==> config.mk <==
export PLATFORM = sky130hd
export DESIGN_NAME = alu16_add_sub_shift_mul_div_unit
export DESIGN_NICKNAME = d
export VERILOG_FILES = /design/src/rtl/alu16_pkg.sv /design/src/rtl/alu16_front.sv /design/src/rtl/alu16_div_stage.sv /design/src/rtl/alu16_add_sub_shift_mul_div_unit.sv
export SDC_FILE = /design/constraint.sdc
export NUM_CORES = 1
export LEC_CHECK = 0
export BUFFER_PORTS_ARGS = -buffer_cell sky130_fd_sc_hd__buf_2
export CAP_MARGIN = 25
export CORE_ASPECT_RATIO = 1.5
export CORE_UTILIZATION = 55
export DETAILED_ROUTE_END_ITERATION = 6
export PLACE_DENSITY = 0.82
export SLEW_MARGIN = 20
export SYNTH_ARGS = -nofsm -noshare
export SYNTH_HDL_FRONTEND = slang
export SYNTH_SLANG_ARGS = --single-unit
==> constraint.sdc <==
create_clock -name clk_i -period 10.7 [get_ports clk_i]
set_input_delay 0.535 -clock clk_i [delete_from_list [all_inputs] [get_ports clk_i]]
set_output_delay 0.535 -clock clk_i [all_outputs]
set_load 0.02 [all_outputs]
==> src/rtl/alu16_pkg.sv <==
// Shared types, operation codes and constants of the sixteen-bit ALU.
package alu16_pkg;

  localparam int unsigned FIELD_WIDTH  = 16;
  localparam int unsigned ACTION_WIDTH = 3;
  localparam int unsigned DATA_WIDTH_DEF = 16;
  localparam int unsigned DIV_BITS     = 4;
  localparam int unsigned INSERT_SHIFT = 8;
  localparam logic [FIELD_WIDTH-1:0] DIVISOR_ONE = 16'h0001;

  typedef enum logic [ACTION_WIDTH-1:0] {
    ACT_ADD  = 3'd0,
    ACT_SUB  = 3'd1,
    ACT_LSHF = 3'd2,
    ACT_MUL  = 3'd3,
    ACT_DIV  = 3'd4
  } action_e;

  typedef struct packed {
    logic [ACTION_WIDTH-1:0] action;
    logic [FIELD_WIDTH-1:0]  operand_a;
    logic [FIELD_WIDTH-1:0]  operand_b;
  } alu16_req_t;

  typedef struct packed {
    logic [FIELD_WIDTH-1:0] result_value;
    logic                   set_zero_flag;
  } alu16_rsp_t;

endpackage

==> src/rtl/alu16_front.sv <==
// First pipeline stage: decode, simple operations, multiply and divider setup.
module alu16_front import alu16_pkg::*; #(
  parameter int unsigned DATA_WIDTH = DATA_WIDTH_DEF
) (
  input  logic                  clk_i,
  input  logic                  rst_ni,
  input  logic                  in_valid_i,
  output logic                  in_ready_o,
  input  alu16_req_t            in_req_i,
  input  logic                  out_ready_i,
  output logic                  out_valid_o,
  output logic [DATA_WIDTH-1:0] out_dvd_o,
  output logic [DATA_WIDTH-1:0] out_dvs_o,
  output logic                  out_flag_o
);

  logic [DATA_WIDTH-1:0] op_a, op_b, prod, val;
  logic [DATA_WIDTH-1:0] dvd_d, dvs_d, dvd_q, dvs_q;
  logic                  flag_d, flag_q, valid_q;

  assign op_a = DATA_WIDTH'(in_req_i.operand_a);
  assign op_b = DATA_WIDTH'(in_req_i.operand_b);
  assign prod = op_a * op_b;

  // Non-divide results ride through the divider as val / 1.
  always_comb begin
    val    = '0;
    flag_d = 1'b0;
    dvd_d  = '0;
    dvs_d  = DATA_WIDTH'(DIVISOR_ONE);
    case (in_req_i.action)
      ACT_ADD: begin
        val    = op_a + op_b;
        flag_d = (op_a == '0) && (op_b == '0);
      end
      ACT_SUB: begin
        val    = (op_a < op_b) ? '0 : op_a - op_b;
        flag_d = (op_a <= op_b);
      end
      ACT_LSHF: begin
        val    = (op_a << INSERT_SHIFT) + op_b;
        flag_d = (val == '0);
      end
      ACT_MUL: begin
        val    = prod;
        flag_d = (op_a == '0) || (op_b == '0);
      end
      ACT_DIV: begin
        flag_d = (op_b == '0) || (op_a < op_b);
      end
      default: begin
        val    = '0;
        flag_d = 1'b0;
      end
    endcase
    if (in_req_i.action == ACT_DIV) begin
      // A zero divisor becomes 0 / 1 so the quotient comes out zero.
      dvd_d = (op_b == '0) ? '0 : op_a;
      dvs_d = (op_b == '0) ? DATA_WIDTH'(DIVISOR_ONE) : op_b;
    end else begin
      dvd_d = val;
    end
  end

  assign in_ready_o = !valid_q || out_ready_i;

  always_ff @(posedge clk_i or negedge rst_ni) begin
    if (!rst_ni) begin
      valid_q <= 1'b0;
    end else if (in_ready_o) begin
      valid_q <= in_valid_i;
    end
  end

  always_ff @(posedge clk_i) begin
    if (in_ready_o && in_valid_i) begin
      dvd_q  <= dvd_d;
      dvs_q  <= dvs_d;
      flag_q <= flag_d;
    end
  end

  assign out_valid_o = valid_q;
  assign out_dvd_o   = dvd_q;
  assign out_dvs_o   = dvs_q;
  assign out_flag_o  = flag_q;

endmodule

==> src/rtl/alu16_div_stage.sv <==
// One divider stage: up to DIV_BITS restoring-division steps and a pipeline register.
module alu16_div_stage import alu16_pkg::*; #(
  parameter int unsigned DATA_WIDTH = DATA_WIDTH_DEF,
  parameter int unsigned STAGE_IDX  = 0
) (
  input  logic                  clk_i,
  input  logic                  rst_ni,
  input  logic                  in_valid_i,
  output logic                  in_ready_o,
  input  logic [DATA_WIDTH-1:0] in_dvd_i,
  input  logic [DATA_WIDTH-1:0] in_dvs_i,
  input  logic [DATA_WIDTH-1:0] in_rem_i,
  input  logic                  in_flag_i,
  input  logic                  out_ready_i,
  output logic                  out_valid_o,
  output logic [DATA_WIDTH-1:0] out_dvd_o,
  output logic [DATA_WIDTH-1:0] out_dvs_o,
  output logic [DATA_WIDTH-1:0] out_rem_o,
  output logic                  out_flag_o
);

  logic [DATA_WIDTH-1:0] dvd_d, rem_d, dvd_q, dvs_q, rem_q;
  logic                  flag_q, valid_q;

  // Shift quotient bits into the dividend register as its top bits leave.
  always_comb begin
    logic [DATA_WIDTH:0] trial;
    trial = '0;
    rem_d = in_rem_i;
    dvd_d = in_dvd_i;
    for (int k = 0; k < DIV_BITS; k++) begin
      if (STAGE_IDX * DIV_BITS + k < DATA_WIDTH) begin
        trial = {rem_d, dvd_d[DATA_WIDTH-1]};
        dvd_d = {dvd_d[DATA_WIDTH-2:0], 1'b0};
        if (trial >= {1'b0, in_dvs_i}) begin
          trial    = trial - {1'b0, in_dvs_i};
          dvd_d[0] = 1'b1;
        end
        rem_d = trial[DATA_WIDTH-1:0];
      end
    end
  end

  assign in_ready_o = !valid_q || out_ready_i;

  always_ff @(posedge clk_i or negedge rst_ni) begin
    if (!rst_ni) begin
      valid_q <= 1'b0;
    end else if (in_ready_o) begin
      valid_q <= in_valid_i;
    end
  end

  always_ff @(posedge clk_i) begin
    if (in_ready_o && in_valid_i) begin
      dvd_q  <= dvd_d;
      dvs_q  <= in_dvs_i;
      rem_q  <= rem_d;
      flag_q <= in_flag_i;
    end
  end

  assign out_valid_o = valid_q;
  assign out_dvd_o   = dvd_q;
  assign out_dvs_o   = dvs_q;
  assign out_rem_o   = rem_q;
  assign out_flag_o  = flag_q;

endmodule

==> src/rtl/alu16_add_sub_shift_mul_div_unit.sv <==
// Top level of the pipelined sixteen-bit ALU.
// The unit is the execution ALU of a small 16-bit processor. Each request carries an
// operation (add, subtract saturating at zero, shift-insert a << 8 plus b, multiply,
// unsigned divide) and two unsigned operands; each response carries the low result bits
// and a set-zero-flag bit, high when the full-precision result is zero or the divisor
// is zero; for shift-insert it is high when the low result bits are zero. A zero divisor
// yields result 0; unused operation codes yield 0 with the flag clear. The unit keeps no
// state between requests. It takes one request per cycle while the stages can advance
// and answers in order: the first stage decodes, runs the simple operations and the
// multiplier, and every later stage retires up to four quotient bits of a restoring
// divider. All operations travel the same stages. Each stage holds its own valid bit and
// takes a new request whenever it is empty or its successor moves, so bubbles close up
// and a held response never blocks the stages behind it until they are all full.
module alu16_add_sub_shift_mul_div_unit import alu16_pkg::*; #(
  parameter int unsigned DATA_WIDTH = DATA_WIDTH_DEF
) (
  input  logic       clk_i,
  input  logic       rst_ni,
  input  logic       in_valid_i,
  output logic       in_stall_o,
  input  alu16_req_t in_req_i,
  output logic       out_valid_o,
  input  logic       out_stall_i,
  output alu16_rsp_t out_rsp_o
);

  localparam int unsigned NumDiv = (DATA_WIDTH + DIV_BITS - 1) / DIV_BITS;

  // Index 0 is the front stage output; index g + 1 is divider stage g output.
  logic                  valid [NumDiv+1];
  logic                  ready [NumDiv+1];
  logic [DATA_WIDTH-1:0] dvd   [NumDiv+1];
  logic [DATA_WIDTH-1:0] dvs   [NumDiv+1];
  logic [DATA_WIDTH-1:0] rem   [NumDiv+1];
  logic                  flag  [NumDiv+1];
  logic                  front_ready;

  // Start every division with a cleared partial remainder.
  assign rem[0] = '0;

  alu16_front #(
    .DATA_WIDTH (DATA_WIDTH)
  ) u_front (
    .clk_i       (clk_i),
    .rst_ni      (rst_ni),
    .in_valid_i  (in_valid_i),
    .in_ready_o  (front_ready),
    .in_req_i    (in_req_i),
    .out_ready_i (ready[0]),
    .out_valid_o (valid[0]),
    .out_dvd_o   (dvd[0]),
    .out_dvs_o   (dvs[0]),
    .out_flag_o  (flag[0])
  );

  for (genvar g = 0; g < NumDiv; g++) begin : g_div
    alu16_div_stage #(
      .DATA_WIDTH (DATA_WIDTH),
      .STAGE_IDX  (g)
    ) u_stage (
      .clk_i       (clk_i),
      .rst_ni      (rst_ni),
      .in_valid_i  (valid[g]),
      .in_ready_o  (ready[g]),
      .in_dvd_i    (dvd[g]),
      .in_dvs_i    (dvs[g]),
      .in_rem_i    (rem[g]),
      .in_flag_i   (flag[g]),
      .out_ready_i (ready[g+1]),
      .out_valid_o (valid[g+1]),
      .out_dvd_o   (dvd[g+1]),
      .out_dvs_o   (dvs[g+1]),
      .out_rem_o   (rem[g+1]),
      .out_flag_o  (flag[g+1])
    );
  end

  // Drain the last stage whenever the consumer does not hold the response.
  assign ready[NumDiv] = !out_stall_i;
  assign in_stall_o    = !front_ready;

  // The last stage's dividend register holds the finished quotient.
  assign out_valid_o             = valid[NumDiv];
  assign out_rsp_o.result_value  = FIELD_WIDTH'(dvd[NumDiv]);
  assign out_rsp_o.set_zero_flag = flag[NumDiv];

  // Stall the input only when every stage is full behind a held response.
  a_stall_only_when_full: assert property (@(posedge clk_i) disable iff (!rst_ni)
    in_stall_o |-> out_valid_o && out_stall_i)
    else $error("input stalled while the pipeline can still advance");

  // Restoring division keeps the partial remainder below the divisor.
  a_rem_below_divisor: assert property (@(posedge clk_i) disable iff (!rst_ni)
    valid[NumDiv] |-> rem[NumDiv] < dvs[NumDiv])
    else $error("divider remainder not below divisor");

  // A set zero flag always comes with a zero result.
  a_flag_means_zero: assert property (@(posedge clk_i) disable iff (!rst_ni)
    out_valid_o && out_rsp_o.set_zero_flag |-> out_rsp_o.result_value == '0)
    else $error("zero flag set with a nonzero result");

endmodule
==> metrics.cfg <==
[run_status]
status=finished with violations
violations=design-rule violations

[setup_path]
crit_arrival_ns=10.70
reg2reg_depth=40
r2r_start=g_div[0].u_stage.out_dvs_o[7]
cp-end-kind=register
path_max_fanout=17
slowest_delay_ns=0.61
cp_slowest_cell=o21ai_0
crit_top_cell=ha_1
cp.required_ns=10.99
worst_r2r_endpoint=g_div[1].u_stage.out_rem_o[2]
crit_type=register to register
rrSetupSlack_ns=0.29
start_kind=register

[route]
postRouteAntennaNets=0
via_per_inst=6.38
vias=22800
post_drt_wl_per_cell_um=21.6
drtIter0Drc=1631
first_pass_iters=7
wl_um=77000
post-route-drc-count=2

[timing]
maxSlewHeadroom=0.438
worst_slew_pin_slew_ns=0.832
setup-tns-final_ns=0
finalCritPeriodShare=0.973
setup_slack_ns=0.291
final_max_slew_viol_count=0
hold_violations=0
clock.fmax_ghz=0.0961
skew_ns=0.0129
fin_crit_ns=10.41
finalSetupViolations=0

[yosys]
synth.most_common_cell=ha_1
ys_seq_area_frac=0.232
synth_edf_count=197
syn-cell-area_um2=26000
synth.distinct_cells=96
synth.area.top_cells=edfxtp_1, ha_1, fa_1, xnor2_1, inv_1
synth_area_leader_cell=edfxtp_1
synth_top_area_share=0.227
synth_common_cells=ha_1, inv_1, nand2_1, edfxtp_1, a21oi_1
ys_warn_count=0
ys_ff_latch=202
synthCells=2928
avgSynthCellArea_um2=8.89
async_reset_ff_frac=0.0248
ys.flop_type=edfxtp_1
syn-num-nets=3393

[layout]
seq_area_um2=6040
finalNetCount=3422
n_fill_cell=3945
area_delta_synth_final_pct=6.72
multi_input_area_um2=18500
finalNonFillerCells=3569
post-route-util=0.594
drive_above_1_share=0.102

[floorplanning]
start_util=0.557
fp.dieH_um=268
die_w_um=180
rows=97
boundaryPins=58
dieArea_um2=48200
fp.coreArea_um2=46700

[grt]
antenna_found_initial=2
track_usage=0.317
overflow=0
grt_pass1_wl_um=120000
grt_max_degree=50
grt_pass1_vias=23400

[hold_path]
hold_depth=2
holdPathEnd=u_front.out_valid_o
hold_path.class=input port to register
min_from=in_valid_i

[clocking]
cts.sinks=202
ctsLongestPathBuffers=3
clk_latency_ns=0.55
htree_levels=1
cts_buffers=22
clk_pin_slew_ns=0.07
cts_tree=built
ctsRootBufferMaster=clkbuf_16

[place]
port_buffers=57
dp_slack_ns=-0.288
place.gp.congestion=1.01
dp.cells=3516
dpl.hpwl_um=60500

[flow_run]
drv_cap=0

-- cells by family after synthesis --
| group | after synthesis | share of synthesized area |
|---|---|---|
| and+or+nand+nor | 841 | 0.161 |
| AOI/OAI and AO/OA | 740 | 0.192 |
| adders and majority gates | 426 | 0.233 |
| buffers and inverters | 395 | 0.0615 |
| DFF | 202 | 0.232 |
| xor gates and xnor gates | 196 | 0.0660 |
| muxes | 128 | 0.0550 |
-- repair_timing --
item / in CTS / in global routing
gates cloned: 0 / 1
buffers inserted: 0 / 6
resized for setup: 5 / 33
endpoints found under the hold margin: 5 / 0
setup endpoints to repair: 17 / 47
pin swaps: 0 / 3
hold buffers: 1 / 0
-- per-stage QoR --
step,cell area (um2),hold slack [ns]
3_3_place_gp,26800,0.353
4_1_cts,27600,0.182
6_report,27800,0.194
3_5_place_dp,26800,0.355
5_1_grt,27800,0.204
2_1_floorplan,26000,0.239
-- critical path, delay by kind of cell, from the launching register on --
kind            cells  cell delay, ns
compound gates     19            4.53
mux                 4            1.16
buf+inv             5            1.00
simple gates        8            1.73
flops               1            0.39
fa+ha+maj           4            1.33
-- flip-flops by register name, summed over array words and instances, names as in the netlist --
name	cells
g_div.u_stage.out_flag_o	4
g_div.u_stage.out_dvd_o	64
u_front.out_flag_o	1
g_div.u_stage.out_valid_o	4
u_front.out_dvd_o	16
u_front.out_valid_o	1
g_div.u_stage.out_dvs_o	48
g_div.u_stage.out_rem_o	48
u_front.out_dvs_o	16
-- layout by cell type (no fill, tap or decap), drive strengths merged, types with 24 or more instances in the layout --
master	count
ha	329
inv	311
nand2	217
a21oi	199
edfxtp	197
nor2	187
o21ai	155
xnor2	139
mux2	103
fa	97
buf	91
and2	88
nor3	70
a21o	64
xor2	57
nand3	49
nor2b	47
o21a	46
nand2b	39
nand4	37
o21bai	32
and3	31
mux2i	25
clkbuf	24
-- routing by layer --
metal  vias up  share of wire  track usage
met5         -              0            0
met4         0          0.082        0.253
met3       333          0.051       0.0328
met2       892           0.51        0.600
met1     10900           0.35        0.319
li1      10600              -            -
-- how the worst max path moves through the flow --
stage               cells past startpoint  slack, ns                     startpoint                            end
floorplan                              47       0.93  g_div[0].u_stage.out_dvs_o[1]  g_div[1].u_stage.out_rem_o[7]
global placement                       44      -0.21  g_div[0].u_stage.out_dvs_o[1]  g_div[1].u_stage.out_rem_o[9]
detailed placement                     44      -0.29  g_div[0].u_stage.out_dvs_o[1]  g_div[1].u_stage.out_rem_o[9]
CTS                                    40       0.04  g_div[0].u_stage.out_dvs_o[1]  g_div[1].u_stage.out_rem_o[2]
global route                           44      -0.06  g_div[0].u_stage.out_dvs_o[7]  g_div[1].u_stage.out_rem_o[9]
finish                                 40       0.29  g_div[0].u_stage.out_dvs_o[7]  g_div[1].u_stage.out_rem_o[2]
-- cell type report --
type	instances	share of cell area
flip-flops and latches	202	0.217
multi-input cells	2332	0.666
repair buffers	93	0.0209
clock inverters	17	0.00662
clock buffers	23	0.0200
inverters	306	0.0418
diodes	2	0.000180
well taps	594	0.0268
Power is not shown: default switching activity piles up to over one toggle a cycle in this logic, so the estimate is an artifact.
